===== config.mk =====
export PLATFORM = sky130hd
export DESIGN_NAME = radix_number_converter
export DESIGN_NICKNAME = d
export VERILOG_FILES = /design/src/hdl/rnc_pkg.sv /design/src/hdl/radix_number_converter.sv
export SDC_FILE = /design/constraint.sdc
export NUM_CORES = 2
export LEC_CHECK = 0
export BUFFER_PORTS_ARGS = -buffer_cell sky130_fd_sc_hd__clkbuf_2
export CAP_MARGIN = 15
export CORE_UTILIZATION = 55
export DETAILED_ROUTE_END_ITERATION = 12
export PLACE_DENSITY = 0.81
export SLEW_MARGIN = 10
export SYNTH_ARGS = -nofsm -noshare
export SYNTH_HDL_FRONTEND = slang
export SYNTH_SLANG_ARGS = --single-unit
export TNS_END_PERCENT = 5

===== constraint.sdc =====
create_clock -name clk -period 8 [get_ports clk]
set_input_delay 2.4 -clock clk [delete_from_list [all_inputs] [get_ports clk]]
set_output_delay 2.4 -clock clk [all_outputs]
set_load 0.005 [all_outputs]

===== src/hdl/rnc_pkg.sv =====
// Package with shared constants, codes and helper functions of the radix number converter.
`default_nettype none
package rnc_pkg;
  localparam int WholeBitsDefault     = 32;
  localparam int FracInDigitsDefault  = 8;
  localparam int FracOutDigitsDefault = 8;

  localparam logic [4:0] SourceRadixReset = 5'd10;
  localparam logic [4:0] TargetRadixReset = 5'd2;

  localparam logic [0:0] RegSourceRadix = 1'b0;
  localparam logic [0:0] RegTargetRadix = 1'b1;

  localparam logic [2:0] StOk    = 3'd0;
  localparam logic [2:0] StRadix = 3'd1;
  localparam logic [2:0] StChar  = 3'd2;
  localparam logic [2:0] StDigit = 3'd3;
  localparam logic [2:0] StOvf   = 3'd4;

  localparam logic [7:0] CharPoint = 8'h2E;
  localparam logic [7:0] CharZero  = 8'h30;
  localparam logic [7:0] CharUpA   = 8'h41;
  localparam logic [7:0] CharLowA  = 8'h61;
  localparam logic [4:0] NotDigit  = 5'd16;

  function automatic logic radix_ok(input logic [4:0] r);
    radix_ok = (r == 5'd2) || (r == 5'd3) || (r == 5'd4) || (r == 5'd5) ||
               (r == 5'd6) || (r == 5'd8) || (r == 5'd10) || (r == 5'd12) ||
               (r == 5'd16);
  endfunction

  function automatic logic [4:0] char_value(input logic [7:0] c);
    logic [7:0] d;
    begin
      d = 8'd0;
      if (c >= CharZero && c <= 8'h39) begin
        d = c - CharZero;
      end else if (c >= CharLowA && c <= 8'h66) begin
        d = c - CharLowA + 8'd10;
      end else if (c >= CharUpA && c <= 8'h46) begin
        d = c - CharUpA + 8'd10;
      end else begin
        d = {3'd0, NotDigit};
      end
      char_value = d[4:0];
    end
  endfunction

  function automatic logic [7:0] digit_char(input logic [3:0] d);
    if (d < 4'd10) begin
      digit_char = CharZero + {4'd0, d};
    end else begin
      digit_char = CharUpA + {4'd0, d} - 8'd10;
    end
  endfunction
endpackage
`default_nettype wire


===== src/hdl/radix_number_converter.sv =====
// Top level of the radix number converter: digit accumulation and sequenced conversion.
//
//   channel  direction  signals
//   config   in         cfg_we, cfg_index, cfg_data
//   input    in         in_valid, in_stall, in_char, in_last
//   output   out        out_valid, out_stall, out_char, out_last, status
//
// A character without the last mark is absorbed directly while the converter is idle.
// On the last character one shared shift-subtract divider makes one quotient bit per cycle,
// in S_WDIV for each whole digit and in S_FDIV for each fraction digit, whose denominator is DW
// bits wide; S_WHOLE places the zero and the point, and S_LOAD places the first word.
// Results wait in a character buffer, then leave one word per accepted cycle.
// Reset is synchronous; input stall stays high from the last character until the last word
// leaves, and output stall only holds the current word.
`default_nettype none
module radix_number_converter
  import rnc_pkg::*;
#(
  parameter int WHOLE_BITS      = WholeBitsDefault,
  parameter int FRAC_IN_DIGITS  = FracInDigitsDefault,
  parameter int FRAC_OUT_DIGITS = FracOutDigitsDefault
) (
  input  wire logic       clk,
  input  wire logic       rst,
  input  wire logic       cfg_we,
  input  wire logic [0:0] cfg_index,
  input  wire logic [4:0] cfg_data,
  input  wire logic       in_valid,
  output logic            in_stall,
  input  wire logic [7:0] in_char,
  input  wire logic       in_last,
  output logic            out_valid,
  input  wire logic       out_stall,
  output logic [7:0]      out_char,
  output logic            out_last,
  output logic [2:0]      status
);
  localparam int DW   = 4 * FRAC_IN_DIGITS + 1;
  localparam int WW   = (WHOLE_BITS > DW) ? WHOLE_BITS : DW;
  localparam int NW   = WW + 5;
  localparam int BUF  = WHOLE_BITS + 1 + FRAC_OUT_DIGITS;
  localparam int BW   = $clog2(BUF + 1);
  localparam int AW   = $clog2(BUF);
  localparam int CW   = $clog2(NW + 1);
  localparam int FCW  = $clog2(FRAC_IN_DIGITS + 1);
  localparam int KW   = $clog2(FRAC_OUT_DIGITS + 1);

  typedef enum logic [6:0] {
    S_IDLE  = 7'b0000001,
    S_WHOLE = 7'b0000010,
    S_WDIV  = 7'b0000100,
    S_FRAC  = 7'b0001000,
    S_FDIV  = 7'b0010000,
    S_LOAD  = 7'b0100000,
    S_EMIT  = 7'b1000000
  } state_t;

  state_t state;
  logic [4:0] source_radix, target_radix;
  logic [WHOLE_BITS-1:0] whole_value;
  logic [DW-1:0] frac_numerator, frac_denominator;
  logic [FCW-1:0] frac_digit_count;
  logic seen_point;
  logic [2:0] error_code;

  logic [NW-1:0] dividend, divisor_reg, rem_reg;
  logic [CW-1:0] bit_cnt;
  logic [CW-1:0] bit_total;
  logic [BW-1:0] wcount;
  logic [KW-1:0] fcount;
  logic [7:0] obuf [BUF];
  logic [BW-1:0] olen, optr;
  logic [2:0] ostatus;

  logic accept;
  logic [4:0] dval;
  logic [WHOLE_BITS+4:0] wprod;
  logic [NW:0] trial;
  logic [NW-1:0] rem_shift;
  logic [BW-1:0] rd_idx;
  logic [AW-1:0] raddr;

  assign in_stall  = (state != S_IDLE);
  assign accept    = in_valid && !in_stall;
  assign dval      = char_value(in_char);
  assign wprod     = whole_value * source_radix + {{WHOLE_BITS{1'b0}}, dval};
  assign rem_shift = {rem_reg[NW-2:0], dividend[NW-1]};
  assign trial     = {1'b0, rem_shift} - {1'b0, divisor_reg};
  assign out_valid = (state == S_EMIT);
  assign out_last  = (optr == olen - BW'(1));
  assign status    = ostatus;

  // Whole digits sit in the buffer least significant first, so they are read backward.
  assign rd_idx = (state == S_LOAD) ? '0 : optr + BW'(1);
  assign raddr  = (rd_idx < wcount) ? AW'(wcount - rd_idx - BW'(1)) : AW'(rd_idx);

  always_ff @(posedge clk) begin
    if (rst) begin
      source_radix <= SourceRadixReset;
      target_radix <= TargetRadixReset;
    end else if (cfg_we) begin
      unique case (cfg_index)
        RegSourceRadix: source_radix <= cfg_data;
        RegTargetRadix: target_radix <= cfg_data;
        default: ;
      endcase
    end
  end

  always_ff @(posedge clk) begin
    if (rst) begin
      state <= S_IDLE;
      whole_value <= '0;
      frac_numerator <= '0;
      frac_denominator <= DW'(1);
      frac_digit_count <= '0;
      seen_point <= 1'b0;
      error_code <= StOk;
      optr <= '0;
      olen <= '0;
      wcount <= '0;
      fcount <= '0;
      bit_cnt <= '0;
      ostatus <= StOk;
      out_char <= 8'd0;
    end else begin
      unique case (state)
        S_IDLE: begin
          if (accept) begin
            logic [2:0] e;
            e = error_code;
            if (e == StOk) begin
              if (in_char == CharPoint) begin
                if (seen_point) e = StChar;
                else seen_point <= 1'b1;
              end else if (dval == NotDigit) begin
                e = StChar;
              end else if (dval >= source_radix) begin
                e = StDigit;
              end else if (!seen_point) begin
                if (wprod[WHOLE_BITS+4:WHOLE_BITS] != '0) e = StOvf;
                else whole_value <= wprod[WHOLE_BITS-1:0];
              end else if (frac_digit_count < FCW'(FRAC_IN_DIGITS)) begin
                frac_numerator <= DW'(frac_numerator * source_radix + DW'(dval));
                frac_denominator <= DW'(frac_denominator * source_radix);
                frac_digit_count <= frac_digit_count + FCW'(1);
              end
            end
            error_code <= e;
            if (in_last) begin
              optr <= '0;
              if (!radix_ok(source_radix) || !radix_ok(target_radix) ||
                  source_radix == target_radix) e = StRadix;
              if (e != StOk) begin
                ostatus <= e;
                out_char <= 8'd0;
                olen <= BW'(1);
                state <= S_EMIT;
              end else begin
                ostatus <= StOk;
                wcount <= '0;
                state <= S_WHOLE;
              end
            end
          end
        end
        S_WHOLE: begin
          if (whole_value != '0) begin
            dividend <= NW'(whole_value) << (NW - WHOLE_BITS);
            divisor_reg <= NW'(target_radix);
            rem_reg <= '0;
            bit_cnt <= '0;
            bit_total <= CW'(WHOLE_BITS);
            state <= S_WDIV;
          end else if (wcount == '0) begin
            obuf[AW'(0)] <= CharZero;
            wcount <= BW'(1);
          end else begin
            fcount <= '0;
            if (frac_numerator != '0) begin
              obuf[AW'(wcount)] <= CharPoint;
              olen <= wcount + BW'(1);
              state <= S_FRAC;
            end else begin
              olen <= wcount;
              state <= S_LOAD;
            end
          end
        end
        S_WDIV: begin
          if (!trial[NW]) rem_reg <= trial[NW-1:0];
          else rem_reg <= rem_shift;
          dividend <= {dividend[NW-2:0], !trial[NW]};
          bit_cnt <= bit_cnt + CW'(1);
          if (bit_cnt == bit_total - CW'(1)) begin
            whole_value <= WHOLE_BITS'({dividend[NW-2:0], !trial[NW]});
            obuf[AW'(wcount)] <= digit_char((!trial[NW]) ? trial[3:0] : rem_shift[3:0]);
            wcount <= wcount + BW'(1);
            state <= S_WHOLE;
          end
        end
        S_FRAC: begin
          if (frac_numerator == '0 || fcount == KW'(FRAC_OUT_DIGITS)) begin
            state <= S_LOAD;
          end else begin
            dividend <= (NW'(frac_numerator) * NW'(target_radix)) << (NW - DW - 5);
            divisor_reg <= NW'(frac_denominator);
            rem_reg <= '0;
            bit_cnt <= '0;
            bit_total <= CW'(DW + 5);
            state <= S_FDIV;
          end
        end
        S_FDIV: begin
          if (!trial[NW]) rem_reg <= trial[NW-1:0];
          else rem_reg <= rem_shift;
          dividend <= {dividend[NW-2:0], !trial[NW]};
          bit_cnt <= bit_cnt + CW'(1);
          if (bit_cnt == bit_total - CW'(1)) begin
            frac_numerator <= DW'((!trial[NW]) ? trial[NW-1:0] : rem_shift);
            obuf[AW'(olen)] <= digit_char({dividend[2:0], !trial[NW]});
            olen <= olen + BW'(1);
            fcount <= fcount + KW'(1);
            state <= S_FRAC;
          end
        end
        S_LOAD: begin
          out_char <= obuf[raddr];
          state <= S_EMIT;
        end
        S_EMIT: begin
          if (!out_stall) begin
            if (out_last) begin
              whole_value <= '0;
              frac_numerator <= '0;
              frac_denominator <= DW'(1);
              frac_digit_count <= '0;
              seen_point <= 1'b0;
              error_code <= StOk;
              optr <= '0;
              state <= S_IDLE;
            end else begin
              optr <= optr + BW'(1);
              out_char <= obuf[raddr];
            end
          end
        end
        default: state <= S_IDLE;
      endcase
    end
  end
endmodule
`default_nettype wire

# Yosys cells after proc, flatten, opt, wreduce, memory -nomap -nowiden
# Memory sizes are Yosys's and may differ from the RTL's.
# Index checks and enable logic that the tools add are counted.
op_classes:
  addsub: 24
  n_mul: 4
  order_cmp: 11
  eq_ne: 56
  n_mux: 162
  bitwise: 3
  n_reduce_logical: 63
ops:
  columns: ["operator", "count"]
  rows:
  - ["33-bit two-way mux", 19]
  - ["32-bit two-way mux", 10]
  - ["6-bit two-way mux", 27]
  - ["38-bit two-way mux", 4]
  - ["8-bit two-way mux", 16]
  - ["38-bit one-hot mux with 3 select lines", 1]
  - ["37-bit two-way mux", 3]
  - ["37-bit one-hot mux with 3 select lines", 1]
  - ["33-bit one-hot mux with 3 select lines", 1]
  - ["32-bit one-hot mux with 3 select lines", 1]
  - ["38-bit one-hot mux with 2 select lines", 1]
  - ["33-bit by 5-bit multiplier with 33-bit output", 2]
  - ["33-bit one-hot mux with 2 select lines", 1]
  - ["7-bit two-way mux", 9]
  - ["6-bit one-hot mux with 3 select lines", 3]
  - ["4-bit two-way mux", 13]
  - ["7-bit one-hot mux with 7 select lines", 1]
  - ["3-bit two-way mux", 16]
  - ["2-bit != test, second input constant", 22]
  - ["38-bit by 38-bit subtractor with 39-bit output", 1]
  - ["33-bit by 5-bit multiplier with 38-bit output", 1]
  - ["37-bit by 5-bit adder with 37-bit output", 1]
  - ["32-bit by 5-bit multiplier with 37-bit output", 1]
  - ["33-bit by 5-bit adder with 33-bit output", 1]
  - ["64 further kinds", 167]
totals:
  regBits: 281
  ram_bits: 328
  output_inout_bits: 14
  mem_count: 1
memory_table:
  columns: ["name", "words", "width", "read_ports", "rd_ports_with_merged_regs", "wr", "line_no", "text"]
  rows:
  - ["obuf", 41, 8, 1, 0, 1, "radix_number_converter.sv:71", "logic [7:0] obuf [BUF];"]

# Longest topological paths before layout
logic_depth:
  ltp_word: 23
  mapped_depth: 27
  ltp_nobuf: 26

# Worst setup path after synthesis
# OpenSTA, ideal clock, no wires.
synth_path:
  path_type: "input -> register"
  start: "input in_char[0]"
  end: "register out_char[0]"
  setup_time_ns: 0.123
  arrival_ns: 7.848
  t_required_ns: 7.877
  setup_slack_ns: 0.028
  cell_stages: 24
  cell_sequence: "inv_1 -> ha_1 -> inv_1 -> o311a_1 -> nor2b_1 -> o21ai_0 -> o21ai_0 -> fa_1 -> ha_1 -> ha_1 -> ha_1 -> fa_1 -> a21oi_2 -> o22ai_1 -> o41a_1 -> a31oi_2 -> o21ai_2 -> mux2_4 -> o31a_1 -> a41oi_4 -> o21ai_4 -> a21o_1 -> buf_6 -> mux2_1"
synth_via:
  elab_chain_len: 21
synth_rtl:
  columns: ["item", "line_no", "text"]
  rows:
  - ["from (decl)", "radix_number_converter.sv:30", "input wire logic [7:0] in_char,"]
  - ["5-bit by 1-bit subtractor with 5-bit output, or another cell as far along", "rnc_pkg.sv:39, rnc_pkg.sv:41", null]
  - ["5-bit by 4-bit adder with 5-bit output or 1-bit logical AND (tied branches)", "rnc_pkg.sv:39, rnc_pkg.sv:41, rnc_pkg.sv:40", null]
  - ["5-bit two-way mux", "rnc_pkg.sv:40", "end else if (c >= CharUpA && c <= 8'h46) begin"]
  - ["5-bit two-way mux", "rnc_pkg.sv:38", "end else if (c >= CharLowA && c <= 8'h66) begin"]
  - ["5-bit two-way mux", "rnc_pkg.sv:36", "if (c >= CharZero && c <= 8'h39) begin"]
  - ["37-bit by 5-bit adder with 37-bit output", "radix_number_converter.sv:86", "assign wprod = whole_value * source_radix + {{WHOLE_BITS{1'b0}}, dval};"]
  - ["5-bit nonzero test", "radix_number_converter.sv:141", "if (wprod[WHOLE_BITS+4:WHOLE_BITS] != '0) e = StOvf;"]
  - ["3-bit two-way mux", "radix_number_converter.sv:141", null]
  - ["[5 not listed]", null, null]
  - ["3-bit two-way mux *", "radix_number_converter.sv:152", "if (!radix_ok(source_radix) || !radix_ok(target_radix) ||"]
  - ["3-bit two-way mux *", "radix_number_converter.sv:150", "if (in_last) begin"]
  - ["3-bit two-way mux *", "radix_number_converter.sv:129", "if (accept) begin"]
  - ["3-bit two-way mux *", "radix_number_converter.sv:127", "unique case (state)"]
  - ["3-bit two-way mux *", "radix_number_converter.sv:111", "if (rst) begin"]
  - ["3-bit nonzero test *", "radix_number_converter.sv:154", "if (e != StOk) begin"]
  - ["2-bit != test (no line) *", null, null]
  - ["6-bit AND reduction (no line) *", null, null]
  - ["to (signal assigned)", "radix_number_converter.sv:228", "out_char <= obuf[raddr];"]
  - ["to (signal assigned)", "radix_number_converter.sv:244", "out_char <= obuf[raddr];"]
  - ["to (decl)", "radix_number_converter.sv:34", "output logic [7:0] out_char,"]
# Mark *: on every way between the ends. The rest lies on a longest branch, timed or not. The select of a mux whose other input is x is not followed.
# A chain may end at the register's enable or synchronous reset.

# Worst setup path in the final report
# Same ends and word-level chain as after synthesis.

==> flow_metrics.py <==
metrics = {
    "clock_network": {
        "clk_pin_slew_ps": 60,
        "cts_buffers": 60,
        "clkLatencyLatePin_ps": 670,
        "cts.sinks": 557,
        "cts_buffer_depth": 3,
        "cts_max_level": 2,
        "clockRootBuffer": "clkbuf_16",
        "tritoncts": "done",
        "cts_hold_buf": 0,
    },
    "pwr": {
        "power_frac_comb_pct": 34.2,
        "p_per_area_nw_per_um2": 204.9,
        "netSwitchingPower_mw": 3.810,
        "ir_drop_mv": 0.1741,
        "swShare_pct": 37.13,
        "clock_power_share_pct": 30.8,
        "total_power_mw": 10.26,
        "seqPwrFrac_pct": 35.1,
        "internal_power_mw": 6.451,
        "p_leak_nw": 21.53,
    },
    "global_routing": {
        "grt_use_total_pct": 28.66,
        "antenna_found_initial": 3,
        "grt_overflow": 0,
        "grt_max_degree": 74,
        "grt_pass1_vias": 36870,
        "grt_first_pass_wirelength_um": 196600,
    },
    "floorplanning": {
        "rows": 106,
        "start_util_pct": 55.50,
        "die_w_um": 292.4,
        "die-area_um2": 85480,
        "coreArea_um2": 83560,
        "die_height_um": 292.4,
        "io_pins": 34,
    },
    "synth": {
        "avgSynthCellArea_um2": 9.365,
        "netlist_area_um2": 46370,
        "yosysUniqueCellTypes": 103,
        "synth_nets": 5618,
        "ys.flop_type": "edfxtp_1",
        "ys_warn_count": 0,
        "netlist_instances": 4952,
        "ys_ff_latch": 557,
        "seq_area_frac_synth_pct": 32.59,
        "async_reset_ff_share_pct": 0,
        "synth_enable_flop_cells": 396,
    },
    "route": {
        "drtIter0Drc": 3504,
        "vias_per_cell": 6.146,
        "via_count": 37030,
        "first_pass_iters": 8,
        "wl_um": 122100,
        "drc": 0,
        "drtAntennaViolNets": 0,
        "wl_per_cell_um": 20.27,
    },
    "place": {
        "gp_congestion": 0.9478,
        "hpwlAfterDp_um": 88030,
        "io_buffer_count": 32,
        "dpl_cell_area_um2": 47810,
    },
    "final_layout": {
        "final_area_um2": 50070,
        "final_cell_mix": "nand2_1 (732), inv_1 (445), edfxtp_1 (396)",
        "largest_register_ffs": 287,
        "final_common_cell": "nand2_1",
        "drive_above_1_share_pct": 7.282,
        "final_nets": 5558,
        "area_growth_pct": 7.973,
        "final_core_util_pct": 59.93,
    },
    "flow_run": {
        "drv_cap": 0,
    },
    "setup_path": {
        "start_kind": "primary input",
        "arrival_ps": 8250,
        "critPathKind": "in -> reg",
        "critPathMaxFanout": 7,
        "worst_setup_path_end_kind": "flip-flop",
        "cp.required_ps": 8540,
    },
    "run_status": {
        "outcome": "finished clean",
    },
    "sta": {
        "hold_violations": 0,
        "rsz0062_at_grt": "no",
        "finalMaxSlewViolations": 0,
        "tightest_slew_ps": 1124,
        "worst_clock_skew_ps": 58.50,
        "hold_ws_ps": 470.3,
        "setup_viol": 0,
        "max_slew_margin_pct": 24.97,
        "fmax_ghz": 0.1298,
        "layout_min_cycle_time_ps": 7707,
        "post-route-period-util_pct": 96.34,
    },
    "min_path": {
        "min_path_type": "reg -> reg",
    },
}
critical path, cell delays in order:
cell,delay [ps]
clkbuf_2,110
inv_1,70
ha_1,170
inv_1,50
o311a_1,380
nor2b_1,160
o21ai_0,130
o21ai_0,140
buf_4,180
fa_1,530
ha_1,230
ha_1,300
ha_1,220
fa_1,470
a21oi_2,160
o22ai_1,140
o41a_1,370
a31oi_2,250
o21ai_2,110
mux2_4,300
o31a_1,350
a41oi_4,300
o21ai_4,80
a21o_2,320
mux2_1,340
path summary, 6_finish.rpt:
check                                                  start                        to  slack (ps)  depth (start not counted)
worst min register to register      out_char[6]$_SDFFE_PP0P_  out_char[6]$_SDFFE_PP0P_         470                          2
worst max-delay path                              in_char[0]  out_char[0]$_SDFFE_PP0P_         290                         25
worst max register to register  target_radix[2]$_SDFFE_PP0P_    dividend[37]$_DFFE_PP_        1400                         17
worst min-delay path                out_char[6]$_SDFFE_PP0P_  out_char[6]$_SDFFE_PP0P_         470                          2
cells in the mapped netlist (77+ instances only):
master / instances / area [um^2]
o21ai_0: 176 / 880.8
a21o_1: 77 / 578.1
fa_1: 366 / 7327
nor3_1: 77 / 385.4
ha_1: 280 / 3503
nor2_1: 284 / 1066
a22oi_1: 79 / 593.1
a211oi_1: 86 / 645.6
dfxtp_1: 161 / 3223
edfxtp_1: 396 / 11890
and2_1: 332 / 2077
nand3_1: 114 / 570.6
inv_1: 445 / 1670
a21oi_1: 222 / 1111
clkbuf_1: 198 / 743.2
nand2_1: 734 / 2755
xnor2_1: 114 / 998.5
through the flow:
stage | instances | setup TNS [ps] | setup WS [ps]
2_1_floorplan | 4952 | 0 | 28.48
4_1_cts | 6023 | 0 | 242.6
3_3_place_gp | 5909 | -4050 | -325.5
6_report | 6025 | 0 | 293.0
5_1_grt | 6024 | 0 | 25.34
3_5_place_dp | 5909 | -8510 | -405.5
per-layer routing:
layer  GRT usage (%)  share of wire (%)  vias to the layer above
met3           4.560                9.2                      319
met4           10.65                3.7                        4
met5               0              0.020                        -
met1           38.41                 40                    18130
li1                -                  -                    16840
met2           46.95                 47                     1735
power groups by stage:
stage	Sequential [mW]	Combinational (mW)	Clock, mW
after floorplan	3.34	2.71	0
after global placement	3.63	3.33	0
after detailed placement	3.64	3.44	0
after CTS	3.58	3.47	3.17
after global routing	3.61	3.91	3.28
final	3.60	3.51	3.16
cell families after synthesis:
logic type	after synthesis	share of synthesized area (%)
flops	557	32.59
compound gates	950	13.66
fa+ha+maj	646	23.35
buf+inv	711	5.968
simple gates	1798	18.50
xor+xnor	179	3.381
mux	110	2.536
other cells	1	0.008087
area by class of cell:
class / instances / area (um^2)
Sequential cell: 557 / 15130
Multi-Input combinational cell: 3684 / 28630
Clock buffer: 76 / 1612
Clock inverter: 38 / 625.6
Tap cell: 1080 / 1351
Timing Repair Buffer: 141 / 1044
Antenna cell: 1 / 2.502
Inverter: 448 / 1682
Fill cell: 6845 / 33480
what timing repair did:
action	in CTS	in global routing
setup endpoints to repair	0	11
resized for setup	0	2
buffers inserted	0	0
No activity file was read; power rests on OpenSTA's default activity.
